$ cat config.mk
export PLATFORM = sky130hd
export DESIGN_NAME = prfs_ctrl
export DESIGN_NICKNAME = d
export VERILOG_FILES = /design/src/sv/prfs_pkg.sv /design/src/sv/prfs_ctrl.sv
export SDC_FILE = /design/constraint.sdc
export NUM_CORES = 1
export LEC_CHECK = 0
export ABC_AREA = 1
export BUFFER_PORTS_ARGS = -buffer_cell sky130_fd_sc_hd__buf_2
export CAP_MARGIN = 20
export CORE_AREA = 3 3 40 42
export DETAILED_ROUTE_END_ITERATION = 12
export DIE_AREA = 0 0 43 45
export PLACE_DENSITY_LB_ADDON = 0.12
export SKIP_CTS_REPAIR_TIMING = 1
export SYNTH_ARGS = -nofsm -noshare
export SYNTH_HDL_FRONTEND = slang
export SYNTH_SLANG_ARGS = --single-unit
$ cat constraint.sdc
create_clock -name clk -period 1.1 [get_ports clk]
set_input_delay 0.22 -clock clk [delete_from_list [all_inputs] [get_ports clk]]
set_output_delay 0.22 -clock clk [all_outputs]
set_load 0.02 [all_outputs]
$ cat src/sv/prfs_pkg.sv
package prfs_pkg;

	localparam int DEF_ROWS      = 1024;
	localparam int DEF_ROW_WORDS = 8;
	localparam int COLS          = 16;
	localparam int GROUP_BITS    = 28;

	localparam int CFG_IW = 1;
	localparam int CFG_DW = 5;

	localparam logic [CFG_IW-1:0] CFG_VECTORS  = 1'd0;
	localparam logic [CFG_IW-1:0] CFG_BOOLEANS = 1'd1;

	typedef enum logic [2:0] {
		REQ_LAYOUT    = 3'd0,
		REQ_SET_CELL  = 3'd1,
		REQ_GET_CELL  = 3'd2,
		REQ_SET_GROUP = 3'd3,
		REQ_GET_GROUP = 3'd4,
		REQ_REGROUP   = 3'd5
	} req_code_t;

	typedef struct packed {
		logic [2:0]         req_type;
		logic [9:0]         row;
		logic [3:0]         col;
		logic signed [63:0] value;
		logic [2:0]         layout_word;
		logic [3:0]         layout_offset;
		logic [3:0]         layout_bytes;
		logic [27:0]        match_grp;
		logic [27:0]        grp_if_clear;
		logic [27:0]        grp_if_set;
		logic               regroup_bit;
	} req_t;

	typedef struct packed {
		logic signed [63:0] read_value;
		logic [27:0]        group_out;
		logic               status;
	} rsp_t;

	typedef struct packed {
		logic [2:0]  word;
		logic [3:0]  offset;
		logic [3:0]  bytes;
		logic [63:0] base;
	} layout_t;

	typedef struct packed {
		logic clear;
		logic accept;
		logic exec;
	} cmd_t;

	typedef struct packed {
		logic clear_last;
	} stat_t;

endpackage

$ cat src/sv/prfs_ctrl.sv
module prfs_ctrl (
	input  logic          clk,
	input  logic          arst_n,
	input  logic          req_valid,
	output logic          req_stall,
	output logic          rsp_valid,
	input  logic          rsp_stall,
	input  prfs_pkg::stat_t stat,
	output prfs_pkg::cmd_t  cmd
);
	import prfs_pkg::*;

	typedef enum logic [1:0] {
		ST_CLEAR,
		ST_IDLE,
		ST_EXEC
	} state_t;

	state_t state_q;
	logic   rsp_valid_q;
	logic   proceed;

	assign proceed   = !rsp_valid_q || !rsp_stall;
	assign req_stall = (state_q != ST_IDLE);
	assign rsp_valid = rsp_valid_q;

	always_comb begin
		cmd = '0;
		case (state_q)
			ST_CLEAR: cmd.clear = 1'b1;
			ST_IDLE:  cmd.accept = req_valid;
			ST_EXEC:  cmd.exec = proceed;
			default:  cmd = '0;
		endcase
	end

	always_ff @(posedge clk or negedge arst_n) begin
		if (!arst_n) begin
			state_q     <= ST_CLEAR;
			rsp_valid_q <= 1'b0;
		end else begin
			case (state_q)
				ST_CLEAR: if (stat.clear_last) state_q <= ST_IDLE;
				ST_IDLE:  if (req_valid) state_q <= ST_EXEC;
				ST_EXEC:  if (proceed) state_q <= ST_IDLE;
				default:  state_q <= ST_IDLE;
			endcase
			// load a new beat, or drop the one just taken
			if (cmd.exec)
				rsp_valid_q <= 1'b1;
			else if (!rsp_stall)
				rsp_valid_q <= 1'b0;
		end
	end

	a_rsp_from_exec: assert property (@(posedge clk) disable iff (!arst_n)
		$rose(rsp_valid_q) |-> $past(state_q == ST_EXEC))
		else $error("result appeared without an executed item");

	a_exec_after_idle: assert property (@(posedge clk) disable iff (!arst_n)
		(state_q == ST_EXEC) |-> ($past(state_q == ST_IDLE) || $past(state_q == ST_EXEC)))
		else $error("execute entered without an accepted item");

endmodule

# Yosys cells after proc, flatten, opt, wreduce, memory -nomap -nowiden
# Cells that the tools add are included.
# Widths: inputs -> output; s select.
[totals] reg_bits=3 in_bits=5
[classes] n_reduce_logical=5 muxes=9 eq_ne=7
[op_table] op="$mux 2" n=3
[op_table] op="$ne 2x2->1 const B" n=3
[op_table] op="$pmux 2 s3" n=1
[op_table] op="$mux 1" n=5
[op_table] op="$ne 2x1->1 const B" n=2
[op_table] op="$reduce_and 3->1" n=1
[op_table] op="$eq 2x1->1 const B" n=1
[op_table] op="$eq 2x2->1 const B" n=1
[op_table] op="$logic_not 1->1" n=2
[op_table] op="$logic_not 2->1" n=1
[op_table] op="$logic_or 1x1->1" n=1

# Depth between registers and ports, before layout
[depth] word_depth=4 ltp_mapped=5 depth_no_buf=5

# Worst setup path after synthesis
# OpenSTA, ideal clock, no wires.
[synth_path] path_kind="reg-to-output" start="reg rsp_valid_q (netlist: rsp_valid)" end="out cmd[0] (netlist name)" stages_incl_launch_ff=4 path_slack_ps=4 n_path_buf=0 arrival_ps=876 cell_sequence="dfrtp_1 > nand2_1 > inv_1 > nor2_1"
[synth_rtl] item="from (decl)" line="prfs_ctrl.sv:20" source="logic rsp_valid_q;"
[synth_rtl] item="from (signal assigned)" line="prfs_ctrl.sv:40" source="rsp_valid_q <= 1'b0;"
[synth_rtl] item="from (signal assigned)" line="prfs_ctrl.sv:50" source="rsp_valid_q <= 1'b1;"
[synth_rtl] item="from (signal assigned)" line="prfs_ctrl.sv:52" source="rsp_valid_q <= 1'b0;"
[synth_rtl] item="to (decl)" line="prfs_ctrl.sv:9" source="output prfs_pkg::cmd_t cmd"

==> metrics.md <==
| Metric | Value |
|---|---|
| Iteration-0 DRC count of the detailed router | 1 |
| Number of remaining DRC errors | 0 |
| PwrDens | 2840 nW/um^2 |
| Register area | 75.1 um^2 |
| R2R Path Start | state_q[0] |
| Inserted Clock Buffers | 3 |
| RSZ-0062 raised after global routing | yes |
| Synth top area share | 51.7% |
| Area growth, synth to finish | 87.9% |
| GP Congestion | 0.627 |
| Largest net degree at the start of global routing | 4 |
| Synth Cell Area | 145 um^2 |
| Syn Nets | 25 |
| Crit path max-delay cell type | dfrtp_1 |
| Final net count | 40 |
| Share of layout cells above drive strength 1 | 50.0% |
| # clock sinks | 3 |
| Critical Path End Type | output pin |
| Max-slew headroom | 87.9% |
| Skew-Pair Late Insertion Delay | 0.23 ns |
| Synth Area in Adders | 0% |
| Terminating pin of the worst hold path | rsp_valid |
| Mux cell area share after synthesis | 0% |
| First-pass GRT wire length | 607 um |
| Reg-to-Reg End | state_q[0] |
| Max Fclk | 811 MHz |
| Fillers | 153 |
| Simple-gate share of the synthesized area | 31.9% |
| Pre-antenna DRT Iters | 2 |
| Register bit total from synthesis | 3 |
| Critical path's largest stage delay | 0.42 ns |
| Area leader, netlist | dfrtp_1 |
| Final setup fails | 4 |
| CORE AREA | 1280 um^2 |
| # IOs | 10 |
| Worst hold path depth | 3 |
| Netlist cell types | 7 |
| Detail Placement HPWL | 296 um |
| Crit-path leading delay family | flip-flops |
| Max-Cap Viols | 0 |
| Crit-path cells | nor2_4 > inv_2 > nor2_1 > buf_4 |
| Critical Path AT | 1.01 ns |
| Main combinational cell family by area after synthesis | simple AND/OR/NAND/NOR gates |
| Tcrit/Tclk final | 112% |
| Std cell rows | 13 |
| Synth Area in Compound Gates | 3.45% |
| Crit start category | flop |
| Yosys warns | 0 |
| Global route overflow | 0 |
| Worst-case reg-to-reg path depth | 4 |
| Vias in the first global route | 156 |
| Crit path from | state_q[0] |
| Post-Synth XOR/XNOR Area | 0% |
| Initial antenna violation count | 0 |
| Antenna diode count | 0 |
| Minimum clock period | 1.23 ns |
| Worst-path clk slew | 0.04 ns |
| Area of the multi-input gates | 63.8 um^2 |
| Min Hold Slack | 0.227 ns |
| Final Skew | 0.00294 ns |
| Cells after DPL | 44 |
| Initial Util | 11.3% |
| Setup TNS | -0.381 ns |
| Slew Limit Fails | 0 |
| IO Port Bufs | 9 |
| Crit path buf inv count | 2 |
| Critical path class | flop to output pin |
| Vias/cell | 3.33 |
| Worst Hold Launch | rsp_stall |
| Failing checks | setup timing |
| CTS tree | done |
| Mean Syn Cell Area | 7.26 um^2 |
| Die Span Y | 45 um |
| H-tree depth | 1 |
| Synth top area cells | dfrtp_1 52%, inv_1 13%, nand2_1 13% |
| Worst slew pin tran | 0.181 ns |
| Status | finished, violations left |
| ANT nets after route | 0 |
| Worst IR Drop VDD | 0.840 mV |
| Sequential area share after synthesis | 51.7% |
| Leak Pwr | 0.156 nW |
| HP Class | primary input to flop |
| Die footprint | 1940 um^2 |
| Hold Vio Cnt, Final | 0 |
| Routed wire per std cell | 7.80 um |
| Root Driver | clkbuf_4 |
| CP required | 0.88 ns |
| Total wire length | 382 um |
| Vias | 163 |
| Syn Inst Count | 20 |
| Worst Setup Slack, final | -0.134 ns |
| Fin cells | 49 |
| Worst Path Max Fanout | 3 |
| Die Width | 43 um |
| Clock tree buffer depth | 2 |
| Reg-to-reg slack, setup | 0.25 ns |
| Tot GR Track Use | 4.84% |
## routing by layer
layer  GRT usage [%]  vias to the layer above  share of wire (%)  routed length [um]
met1            4.36                       65                 41                 155
met2            5.99                        9                 40                 154
li1                -                       89                  -                   -
met4            1.81                        0                  0                   0
met3            6.77                        0                 19                  71
met5               0                        -                  0                   0
## flip-flops by register name (all words and copies together) (netlist names)
register,flops
state_q,2
rsp_valid,1
## stage by stage
stage / power (mW) / worst slack, ns / area [um^2] / utilization, %
after detailed placement: 0.499 / 0.0411 / 209 / 16.3
final: 0.775 / -0.134 / 273 / 21.2
after global placement: 0.497 / 0.0504 / 209 / 16.3
after global routing: 0.840 / -0.193 / 273 / 21.2
after floorplan: 0.391 / 0.00448 / 145 / -
after CTS: 0.704 / -0.212 / 235 / 18.3
## worst register-to-register path, cell delays in order (launching register included)
cell and delay (ns):
dfrtp_1 0.42, nor2_1 0.15, nand2_1 0.06, nand2_1 0.07, nor2_1 0.04
## logic make-up (layout without fill, tap and decap cells)
kind of cell	count (synthesis)	in the layout
AND/OR/NAND/NOR	11	11
buffers and inverters	5	19
flip-flops	3	3
AO/OA/AOI/OAI	1	1
## synthesized netlist by cell type
cell,number
nor2_1,4
dfrtp_1,3
nand2_2,1
nor2_2,1
inv_1,5
o21ai_0,1
nand2_1,5
## area by class of cell
type                    instances  area share (%)
multi-input cells              12            23.4
flip-flops and latches          3            27.5
well taps                      15            6.88
repair buffers                 10            25.7
clock buffers                   4            9.63
inverters                       5            6.88
## placed cells by master, fill, tap and decap left out
| cell | n |
|---|---|
| buf_2 | 6 |
| nand2_1 | 5 |
| inv_1 | 3 |
| nor2_1 | 3 |
| clkbuf_4 | 3 |
| dfrtp_1 | 3 |
| inv_2 | 2 |
| nor2_4 | 2 |
| buf_6 | 2 |
| nand2_2 | 1 |
| o21ai_0 | 1 |
| clkbuf_1 | 1 |
| dlygate4sd3_1 | 1 |
| buf_4 | 1 |
## report_power, final
group / internal, mW / leakage, nW / switching, mW
combinational: 0.154 / 0.104 / 0.231
clock: 0.136 / 0.0150 / 0.0524
sequential: 0.158 / 0.0370 / 0.0443
## worst max-delay path by stage
stage	to	cells after the start
finish	cmd[0]	4
global placement	cmd[0]	4
global route	cmd[0]	5
CTS	cmd[0]	4
detailed placement	cmd[0]	4
floorplan	cmd[0]	3
Power figures use the tool's default switching activity.
